[config.mk]
export PLATFORM = sky130hd
export DESIGN_NAME = polled_interrupt_timer_table_flat
export DESIGN_NICKNAME = d
export VERILOG_FILES = /design/src/rtl/core/pitt_pkg.sv /design/src/rtl/core/pitt_in_if.sv /design/src/rtl/core/pitt_out_if.sv /design/src/rtl/core/pitt_cell.sv /design/src/rtl/core/polled_interrupt_timer_table.sv /design/src/flat_wrapper.sv
export SDC_FILE = /design/constraint.sdc
export NUM_CORES = 2
export LEC_CHECK = 0
export ABC_AREA = 1
export ABC_CLOCK_PERIOD_IN_PS = 5600
export BUFFER_PORTS_ARGS = -buffer_cell sky130_fd_sc_hd__buf_2
export CAP_MARGIN = 5
export CORE_AREA = 8 8 264 266
export CTS_BUF_LIST = sky130_fd_sc_hd__clkbuf_4 sky130_fd_sc_hd__clkbuf_8
export CTS_CLUSTER_SIZE = 30
export DETAILED_ROUTE_END_ITERATION = 10
export DIE_AREA = 0 0 272 274
export HOLD_SLACK_MARGIN = 0.08
export PLACE_DENSITY = 0.78
export SETUP_SLACK_MARGIN = 0.5
export SLEW_MARGIN = 20
export SYNTH_ARGS = -nofsm -noshare
export SYNTH_HDL_FRONTEND = slang
export SYNTH_SLANG_ARGS = --single-unit
[constraint.sdc]
create_clock -name i_clk -period 5.6 [get_ports i_clk]
set_clock_uncertainty 0.1 [all_clocks]
set_input_delay 1.12 -clock i_clk [delete_from_list [all_inputs] [get_ports i_clk]]
set_output_delay 1.12 -clock i_clk [all_outputs]
set_load 0.005 [all_outputs]
[src/rtl/core/pitt_pkg.sv]
`default_nettype none

package pitt_pkg;

    localparam int unsigned TABLE_DEPTH = 16;
    localparam int unsigned CNT_W = $clog2(TABLE_DEPTH + 1);

    localparam logic [1:0] OP_ADD  = 2'd0;
    localparam logic [1:0] OP_DEL  = 2'd1;
    localparam logic [1:0] OP_TICK = 2'd2;

    localparam logic [1:0] KIND_STATUS = 2'd0;
    localparam logic [1:0] KIND_IPI    = 2'd1;
    localparam logic [1:0] KIND_FIRED  = 2'd2;

    localparam logic [1:0] ST_OK       = 2'd0;
    localparam logic [1:0] ST_FULL     = 2'd1;
    localparam logic [1:0] ST_NOTFOUND = 2'd2;

    typedef struct packed {
        logic [15:0] irq;
        logic [15:0] interval;
        logic [15:0] countdown;
    } t_entry;

    typedef struct packed {
        logic shift;
        logic load;
    } t_cell_ctl;

endpackage

`default_nettype wire

[src/rtl/core/pitt_in_if.sv]
`default_nettype none

interface pitt_in_if;
    logic        valid;
    logic        ready;
    logic [1:0]  op;
    logic [15:0] irq_number;
    logic [15:0] poll_interval;
    logic        poll_enable;

    modport source (
        output valid, op, irq_number, poll_interval, poll_enable,
        input  ready
    );
    modport sink (
        input  valid, op, irq_number, poll_interval, poll_enable,
        output ready
    );
endinterface

`default_nettype wire

[src/rtl/core/pitt_out_if.sv]
`default_nettype none

interface pitt_out_if;
    logic        valid;
    logic        ready;
    logic [1:0]  kind;
    logic [15:0] fired_irq;
    logic [1:0]  status;
    logic        last;

    modport source (
        output valid, kind, fired_irq, status, last,
        input  ready
    );
    modport sink (
        input  valid, kind, fired_irq, status, last,
        output ready
    );
endinterface

`default_nettype wire

[src/rtl/core/pitt_cell.sv]
`default_nettype none

module pitt_cell (
    input  wire                 i_clk,
    input  pitt_pkg::t_cell_ctl i_ctl,
    input  pitt_pkg::t_entry    i_shift_in,
    input  pitt_pkg::t_entry    i_load_in,
    output pitt_pkg::t_entry    o_entry
);

    pitt_pkg::t_entry r_entry;

    always_ff @(posedge i_clk) begin
        if (i_ctl.load) begin
            r_entry <= i_load_in;
        end else if (i_ctl.shift) begin
            r_entry <= i_shift_in;
        end
    end

    assign o_entry = r_entry;

endmodule

`default_nettype wire

[src/rtl/core/polled_interrupt_timer_table.sv]
// Add: the request loads the next free cell, then the flush state registers the status result.
// Polling tick with polling enabled on a nonempty table: one rotation of the cell chain, then
// the flush state registers the final result; otherwise the tick goes straight to the flush state.
// Delete: one rotation to find the number, and a further rotation to replace it when found.
// A fired interrupt or a final result that the result port stalls holds the rotation or the flush.
// One request at a time; synchronous active-low reset clears the count and control state only.
`default_nettype none

module polled_interrupt_timer_table (
    input  wire          i_clk,
    input  wire          i_rst_n,
    pitt_in_if.sink      i_in,
    pitt_out_if.source   o_out
);

    localparam int unsigned DEPTH = pitt_pkg::TABLE_DEPTH;
    localparam int unsigned CW    = pitt_pkg::CNT_W;

    localparam logic [2:0] S_IDLE  = 3'd0;
    localparam logic [2:0] S_WALK  = 3'd1;
    localparam logic [2:0] S_FIND  = 3'd2;
    localparam logic [2:0] S_REPL  = 3'd3;
    localparam logic [2:0] S_FLUSH = 3'd4;

    logic [2:0]       r_state;
    logic [CW-1:0]    r_count;
    logic [CW-1:0]    r_step;
    logic             r_hit;
    logic [CW-1:0]    r_hit_ix;
    logic [15:0]      r_key;
    pitt_pkg::t_entry r_hold;
    logic [1:0]       r_pend_kind;
    logic [15:0]      r_pend_irq;
    logic [1:0]       r_pend_status;
    logic             r_out_valid;
    logic [1:0]       r_out_kind;
    logic [15:0]      r_out_irq;
    logic [1:0]       r_out_status;
    logic             r_out_last;

    pitt_pkg::t_entry    w_entry [DEPTH];
    pitt_pkg::t_entry    w_head;
    pitt_pkg::t_entry    w_tail;
    pitt_pkg::t_entry    w_load;
    pitt_pkg::t_cell_ctl w_ctl [DEPTH];

    logic w_in_fire;
    logic w_out_free;
    logic w_live;
    logic w_step_end;
    logic w_has_room;
    logic w_add;
    logic w_match;
    logic w_tick_fire;
    logic w_stall;
    logic w_shift;
    logic w_push;

    assign w_head      = w_entry[0];
    assign w_in_fire   = i_in.valid && i_in.ready;
    assign w_out_free  = !r_out_valid || o_out.ready;
    assign w_live      = r_step < r_count;
    assign w_step_end  = r_step == CW'(DEPTH - 1);
    assign w_has_room  = r_count < CW'(DEPTH);
    assign w_add       = w_in_fire && (i_in.op == pitt_pkg::OP_ADD) && w_has_room;
    assign w_match     = (r_state == S_FIND) && w_live && !r_hit && (w_head.irq == r_key);
    assign w_tick_fire = (r_state == S_WALK) && w_live && (w_head.countdown <= 16'd1);
    assign w_stall     = w_tick_fire && !w_out_free;
    assign w_shift     = ((r_state == S_WALK) && !w_stall) || (r_state == S_FIND)
                         || (r_state == S_REPL);
    assign w_push      = ((r_state == S_FLUSH) || w_tick_fire) && w_out_free;

    assign w_load.irq       = i_in.irq_number;
    assign w_load.interval  = i_in.poll_interval;
    assign w_load.countdown = i_in.poll_interval;

    always_comb begin
        w_tail = w_head;
        if ((r_state == S_WALK) && w_live) begin
            if (w_head.countdown <= 16'd1) begin
                w_tail.countdown = w_head.interval;
            end else begin
                w_tail.countdown = w_head.countdown - 16'd1;
            end
        end else if ((r_state == S_REPL) && (r_step == r_hit_ix)) begin
            w_tail = r_hold;
        end
    end

    for (genvar k = 0; k < DEPTH; k++) begin : g_cell
        assign w_ctl[k].shift = w_shift;
        assign w_ctl[k].load  = w_add && (r_count == CW'(k));

        if (k == DEPTH - 1) begin : g_tail
            pitt_cell u_cell (
                .i_clk      (i_clk),
                .i_ctl      (w_ctl[k]),
                .i_shift_in (w_tail),
                .i_load_in  (w_load),
                .o_entry    (w_entry[k])
            );
        end else begin : g_body
            pitt_cell u_cell (
                .i_clk      (i_clk),
                .i_ctl      (w_ctl[k]),
                .i_shift_in (w_entry[k+1]),
                .i_load_in  (w_load),
                .o_entry    (w_entry[k])
            );
        end
    end

    always_ff @(posedge i_clk) begin
        if (!i_rst_n) begin
            r_state     <= S_IDLE;
            r_count     <= '0;
            r_step      <= '0;
            r_hit       <= 1'b0;
            r_out_valid <= 1'b0;
        end else begin
            if (w_push) begin
                r_out_valid <= 1'b1;
            end else if (o_out.ready) begin
                r_out_valid <= 1'b0;
            end

            unique case (r_state)
                S_IDLE: begin
                    r_step <= '0;
                    r_hit  <= 1'b0;
                    if (w_in_fire) begin
                        unique case (i_in.op)
                            pitt_pkg::OP_ADD: begin
                                if (w_has_room) begin
                                    r_count <= r_count + CW'(1);
                                end
                                r_state <= S_FLUSH;
                            end
                            pitt_pkg::OP_DEL: begin
                                r_state <= S_FIND;
                            end
                            pitt_pkg::OP_TICK: begin
                                if (i_in.poll_enable && (r_count != '0)) begin
                                    r_state <= S_WALK;
                                end else begin
                                    r_state <= S_FLUSH;
                                end
                            end
                            default: begin
                                r_state <= S_IDLE;
                            end
                        endcase
                    end
                end
                S_WALK: begin
                    if (!w_stall) begin
                        r_step <= r_step + CW'(1);
                        if (w_step_end) begin
                            r_state <= S_FLUSH;
                        end
                    end
                end
                S_FIND: begin
                    if (w_match) begin
                        r_hit <= 1'b1;
                    end
                    if (w_step_end) begin
                        r_step  <= '0;
                        r_state <= (r_hit || w_match) ? S_REPL : S_FLUSH;
                    end else begin
                        r_step <= r_step + CW'(1);
                    end
                end
                S_REPL: begin
                    r_step <= r_step + CW'(1);
                    if (w_step_end) begin
                        r_count <= r_count - CW'(1);
                        r_state <= S_FLUSH;
                    end
                end
                S_FLUSH: begin
                    if (w_out_free) begin
                        r_state <= S_IDLE;
                    end
                end
                default: begin
                    r_state <= S_IDLE;
                end
            endcase
        end
    end

    always_ff @(posedge i_clk) begin
        if ((r_state == S_IDLE) && w_in_fire) begin
            r_key <= i_in.irq_number;
            if (i_in.op == pitt_pkg::OP_ADD) begin
                r_pend_kind   <= pitt_pkg::KIND_STATUS;
                r_pend_irq    <= i_in.irq_number;
                r_pend_status <= w_has_room ? pitt_pkg::ST_OK : pitt_pkg::ST_FULL;
            end else if (i_in.op == pitt_pkg::OP_TICK) begin
                r_pend_kind   <= pitt_pkg::KIND_IPI;
                r_pend_irq    <= '0;
                r_pend_status <= pitt_pkg::ST_OK;
            end
        end

        if (w_match) begin
            r_hit_ix <= r_step;
        end
        if ((r_state == S_FIND) && w_live && ((r_step + CW'(1)) == r_count)) begin
            r_hold <= w_head;
        end
        if ((r_state == S_FIND) && w_step_end) begin
            r_pend_kind   <= pitt_pkg::KIND_STATUS;
            r_pend_irq    <= r_key;
            r_pend_status <= (r_hit || w_match) ? pitt_pkg::ST_OK : pitt_pkg::ST_NOTFOUND;
        end

        if (w_push) begin
            r_out_kind   <= r_pend_kind;
            r_out_irq    <= r_pend_irq;
            r_out_status <= r_pend_status;
            r_out_last   <= (r_state == S_FLUSH);
        end
        if (w_tick_fire && w_out_free) begin
            r_pend_kind   <= pitt_pkg::KIND_FIRED;
            r_pend_irq    <= w_head.irq;
            r_pend_status <= pitt_pkg::ST_OK;
        end
    end

    assign i_in.ready      = (r_state == S_IDLE);
    assign o_out.valid     = r_out_valid;
    assign o_out.kind      = r_out_kind;
    assign o_out.fired_irq = r_out_irq;
    assign o_out.status    = r_out_status;
    assign o_out.last      = r_out_last;

    a_count_bound: assert property (@(posedge i_clk) disable iff (!i_rst_n)
        r_count <= CW'(DEPTH))
        else $error("Entry count exceeds the table depth.");

    a_flush_done: assert property (@(posedge i_clk) disable iff (!i_rst_n)
        (r_state == S_FLUSH) && w_out_free |=> (r_state == S_IDLE) && r_out_valid
        && r_out_last)
        else $error("Final result was not delivered on leaving flush.");

    a_stall_holds: assert property (@(posedge i_clk) disable iff (!i_rst_n)
        w_stall |=> r_out_valid && (r_state == S_WALK) && $stable(r_step))
        else $error("Walk advanced while the result register was blocked.");

endmodule

`default_nettype wire

[src/flat_wrapper.sv]
// flat-port wrapper written by rule: the top's interface ports become plain ports
module polled_interrupt_timer_table_flat 
  (i_clk, i_rst_n, i_in_valid, i_in_op, i_in_irq_number, i_in_poll_interval, i_in_poll_enable, i_in_ready, o_out_valid, o_out_kind, o_out_fired_irq, o_out_status, o_out_last, o_out_ready);
  pitt_in_if i_in_i ();
  pitt_out_if o_out_i ();
  input  wire i_clk;
  input  wire i_rst_n;
  input wire logic [$bits(i_in_i.valid)-1:0] i_in_valid;
  input wire logic [$bits(i_in_i.op)-1:0] i_in_op;
  input wire logic [$bits(i_in_i.irq_number)-1:0] i_in_irq_number;
  input wire logic [$bits(i_in_i.poll_interval)-1:0] i_in_poll_interval;
  input wire logic [$bits(i_in_i.poll_enable)-1:0] i_in_poll_enable;
  output wire logic [$bits(i_in_i.ready)-1:0] i_in_ready;
  output wire logic [$bits(o_out_i.valid)-1:0] o_out_valid;
  output wire logic [$bits(o_out_i.kind)-1:0] o_out_kind;
  output wire logic [$bits(o_out_i.fired_irq)-1:0] o_out_fired_irq;
  output wire logic [$bits(o_out_i.status)-1:0] o_out_status;
  output wire logic [$bits(o_out_i.last)-1:0] o_out_last;
  input wire logic [$bits(o_out_i.ready)-1:0] o_out_ready;
  assign i_in_i.valid = i_in_valid;
  assign i_in_i.op = i_in_op;
  assign i_in_i.irq_number = i_in_irq_number;
  assign i_in_i.poll_interval = i_in_poll_interval;
  assign i_in_i.poll_enable = i_in_poll_enable;
  assign i_in_ready = i_in_i.ready;
  assign o_out_valid = o_out_i.valid;
  assign o_out_kind = o_out_i.kind;
  assign o_out_fired_irq = o_out_i.fired_irq;
  assign o_out_status = o_out_i.status;
  assign o_out_last = o_out_i.last;
  assign o_out_i.ready = o_out_ready;
  polled_interrupt_timer_table u_core (.i_clk(i_clk), .i_rst_n(i_rst_n), .i_in(i_in_i), .o_out(o_out_i));
endmodule
==> impl_metrics.py <==
metrics = {
    "die": {
        "num_io_pins": 62,
        "dieWidth_um": 272,
        "die-area_um2": 74500,
        "core-area_um2": 65300,
        "initial_core_util_pct": 58.7,
        "die_y_um": 274,
        "rows": 94,
    },
    "timing": {
        "worstMarginPinSlew_ns": 1.21,
        "fin_crit_sh_pct": 82.9,
        "slew_viol_final": 0,
        "timing.fmax_mhz": 215,
        "setup_viol": 0,
        "grt_setup_unrepaired": "no",
        "hold_viol_final": 0,
        "tns_ns": 0,
        "whs_ns": 0.319,
        "relSlewSlack_pct": 18.8,
        "fin_crit_ns": 4.64,
    },
    "critical_path": {
        "cp_max_fo": 33,
        "cp-start-kind": "register",
        "reg2reg_from": "u_core.r_count[4]$_SDFFE_PN0P_",
        "ff2ff_path_depth": 11,
        "cp_slowest_cell": "dfxtp_1",
        "crit_start": "u_core.r_count[4]$_SDFFE_PN0P_",
        "critPathArrivalTime_ns": 5.05,
        "crit_chain": "inv_1 > ha_1 > a21oi_1 > nand4_1 > buf_4 > inv_2 > nand3_2 > a21boi_2 > buf_4 > nand2_2 > buf_4",
        "required_ns": 6.01,
        "max_stage_delay_ns": 1.03,
        "rrSetupSlack_ns": 0.96,
        "crit_type": "reg -> reg",
        "cp_common_cell": "buf_4",
        "cp-end-kind": "register",
    },
    "drt": {
        "met2_length_mm": 44.6,
        "wl_met1_mm": 33.7,
        "drtAntennaViolNets": 0,
        "routed.top_layer": "met5",
        "drt-total-wl_mm": 90.5,
        "met3_wirelength_mm": 7.47,
        "dr_total_vias": 26000,
        "drcViolationCount": 0,
        "drt_iter0_drc": 3134,
        "drtPass1Iterations": 6,
        "vias_per_cell": 5.70,
        "wl_per_cell_um": 19.8,
    },
    "cts": {
        "cts_hold_buf": 0,
        "insertion_delay_ns": 0.81,
        "cts_made_buffers": 141,
        "htree_num_levels": 4,
        "clock_sinks": 893,
        "cts_root_buffer": "clkbuf_8",
        "clk_path_buf_depth": 3,
        "cts_resized": 0,
        "cts.clk_slew.worst_paths_ns": 0.06,
        "post-cts-setup-buffer-count": 0,
        "tritoncts": "done",
    },
    "logic_synthesis": {
        "synth-simple-area-share_pct": 19.8,
        "ys_ff_latch": 893,
        "synth_largest_area_cell": "edfxtp_1",
        "synthXorXnorAreaFrac_pct": 0.343,
        "synth_mux_area_share_pct": 0,
        "synth_cell_types": 42,
        "synth_adder_area_share_pct": 0.522,
        "yosysSeqAreaShare_pct": 69.5,
        "synth_compound_area_share_pct": 5.57,
        "synth_warnings": 0,
        "syn_avg_cell_area_um2": 10.8,
        "synth.area.top_cells": "edfxtp_1, nand2_1, o21ai_0",
        "synthesis.area_um2": 38300,
        "syn_nets": 3619,
        "synth_top_family_by_area": "simple AND/OR/NAND/NOR gates",
        "yosysTopAreaCellShare_pct": 68.5,
        "syn-instance-count": 3564,
    },
    "placement": {
        "globalplace.congestion": 0.922,
        "portBuffers": 61,
        "dp_hpwl_mm": 59.7,
        "dp.cells": 4332,
    },
    "min_path": {
        "hp-start": "u_core.r_pend_irq[5]$_DFFE_PP_",
        "holdPathStages": 0,
        "worstHoldPathType": "reg -> reg",
    },
    "power_and_ir_drop": {
        "vdd_drop_max_mv": 0.228,
        "p_leak_nw": 17.4,
        "totalPowerFinal_mw": 14.6,
        "comb_power_share_pct": 8.0,
        "pwr-share-clk_pct": 35.5,
        "p_int_mw": 11.0,
        "pwr-share-seq_pct": 56.5,
        "switching_power_mw": 3.61,
        "p_per_area_nw_per_um2": 350,
        "p_sw_share_pct": 24.8,
    },
    "final_layout": {
        "fin_nets": 3666,
        "layout.cells.non_filler": 4567,
        "final.fill_count": 4830,
        "layout-drive-gt1-share_pct": 10.4,
        "syn_to_final_growth_pct": 8.49,
    },
    "global_route": {
        "antenna_found_initial": 3,
        "grt_pass1_wl_mm": 138,
        "grt_overflow": 0,
        "grt_pass1_vias": 25000,
        "grt_max_degree": 81,
        "grt_use_total_pct": 24.0,
    },
    "run": {
        "max_cap_viol_count": 0,
    },
    "run_status": {
        "status": "completed",
    },
}
-- logic make-up (layout without fill, tap and decap cells) --
kind of cell	after synthesis	count (layout)
compound gates	397	397
simple gates	1892	1892
fa+ha+maj	16	16
xor+xnor	15	15
other cells	0	2
flops	893	893
buf+inv	351	488
-- path summary, 6_finish.rpt --
| kind | end |
|---|---|
| worst max register to register | u_core.g_cell[12].g_body.u_cell.o_entry[40]$_DFFE_PP_ |
| worst max-delay path | u_core.g_cell[12].g_body.u_cell.o_entry[40]$_DFFE_PP_ |
| worst min-delay path | u_core.o_out.fired_irq[5]$_DFFE_PP_ |
| worst min register to register | u_core.o_out.fired_irq[5]$_DFFE_PP_ |
-- per-stage QoR --
stage	utilization (%)	instance area, um^2	setup slack, ns
3_5_place_dp	59.8	39000	0.948
5_1_grt	63.7	41600	0.583
2_1_floorplan	-	38300	1.79
3_3_place_gp	59.8	39000	1.13
4_1_cts	63.7	41600	0.910
6_report	63.7	41600	0.957
-- layer usage --
layer / vias up / GRT usage (%)
met5: - / 0
met4: 2 / 13.3
met3: 297 / 4.39
met2: 1240 / 40.3
met1: 12400 / 29.4
li1: 12100 / -
-- cells in the final DEF, fill, tap and decap left out, types with 11 or more instances in the layout --
master and n:
nor3_1 12, dfxtp_1 19, a21oi_1 22, inv_1 134
nor2_1 71, o21ai_0 227, buf_2 61, nand4_1 28
xor2_1 11, buf_4 40, nand2_1 1672, nand3_1 59
clkbuf_8 143, ha_1 16, nand2_2 16, clkbuf_4 43
o21ai_1 97, clkinv_1 30, inv_2 12, o21ai_2 15
edfxtp_1 874, o211ai_1 24
-- cells in the mapped netlist (all sizes together) --
library cell / instances
a211oi: 5
o211ai: 24
clkbuf: 86
and3: 1
o21ai: 339
a21oi: 23
nor2: 78
nand2: 1692
xnor2: 4
a31oi: 2
nand4: 28
ha: 16
nor3b: 1
nand3b: 1
edfxtp: 874
nor4: 13
o31ai: 1
nor3: 16
dfxtp: 19
buf: 113
xor2: 11
o2111a: 1
o22ai: 1
nand3: 62
clkinv: 1
inv: 151
a21boi: 1
-- area by class of cell --
| class | count | area, um^2 | share of cell area, % |
|---|---|---|---|
| diodes | 2 | 5.00 | 0.0120 |
| inverters | 152 | 571 | 1.37 |
| clock inverters | 47 | 251 | 0.605 |
| well taps | 864 | 1080 | 2.60 |
| multi-input cells | 2320 | 10100 | 24.3 |
| flip-flops and latches | 893 | 26600 | 64.0 |
| repair buffers | 103 | 646 | 1.55 |
| clock buffers | 186 | 2290 | 5.51 |
-- power by group through the flow --
| stage | combinational [mW] | sequential, mW | clock (mW) |
|---|---|---|---|
| floorplan | 0.774 | 8.26 | 0 |
| global placement | 1.12 | 8.35 | 0 |
| detailed placement | 1.17 | 8.35 | 0 |
| CTS | 1.17 | 8.22 | 5.21 |
| global route | 1.30 | 8.25 | 5.48 |
| finish | 1.17 | 8.22 | 5.17 |
-- critical path, delay by kind of cell, from the launching register on --
| family | cells | cell delay, ns |
|---|---|---|
| flops | 1 | 1.03 |
| buf+inv | 5 | 1.62 |
| fa+ha+maj | 1 | 0.40 |
| simple gates | 3 | 0.85 |
| compound gates | 2 | 0.34 |
-- flip-flops by register name, indices dropped and copies added (netlist names) --
name	flops
u_core.g_cell.g_body.u_cell.o_entry	720
u_core.g_cell.g_tail.u_cell.o_entry	48
u_core.r_hold	48
u_core.o_out.fired_irq	16
u_core.r_key	16
u_core.r_pend_irq	16
u_core.r_count	5
u_core.r_hit_ix	5
u_core.r_step	5
u_core.r_state	3
u_core.o_out.kind	2
u_core.o_out.status	2
u_core.r_pend_kind	2
u_core.r_pend_status	2
u_core.o_out.last	1
u_core.o_out.valid	1
u_core.r_hit	1
No activity file was read; power rests on OpenSTA's default activity.
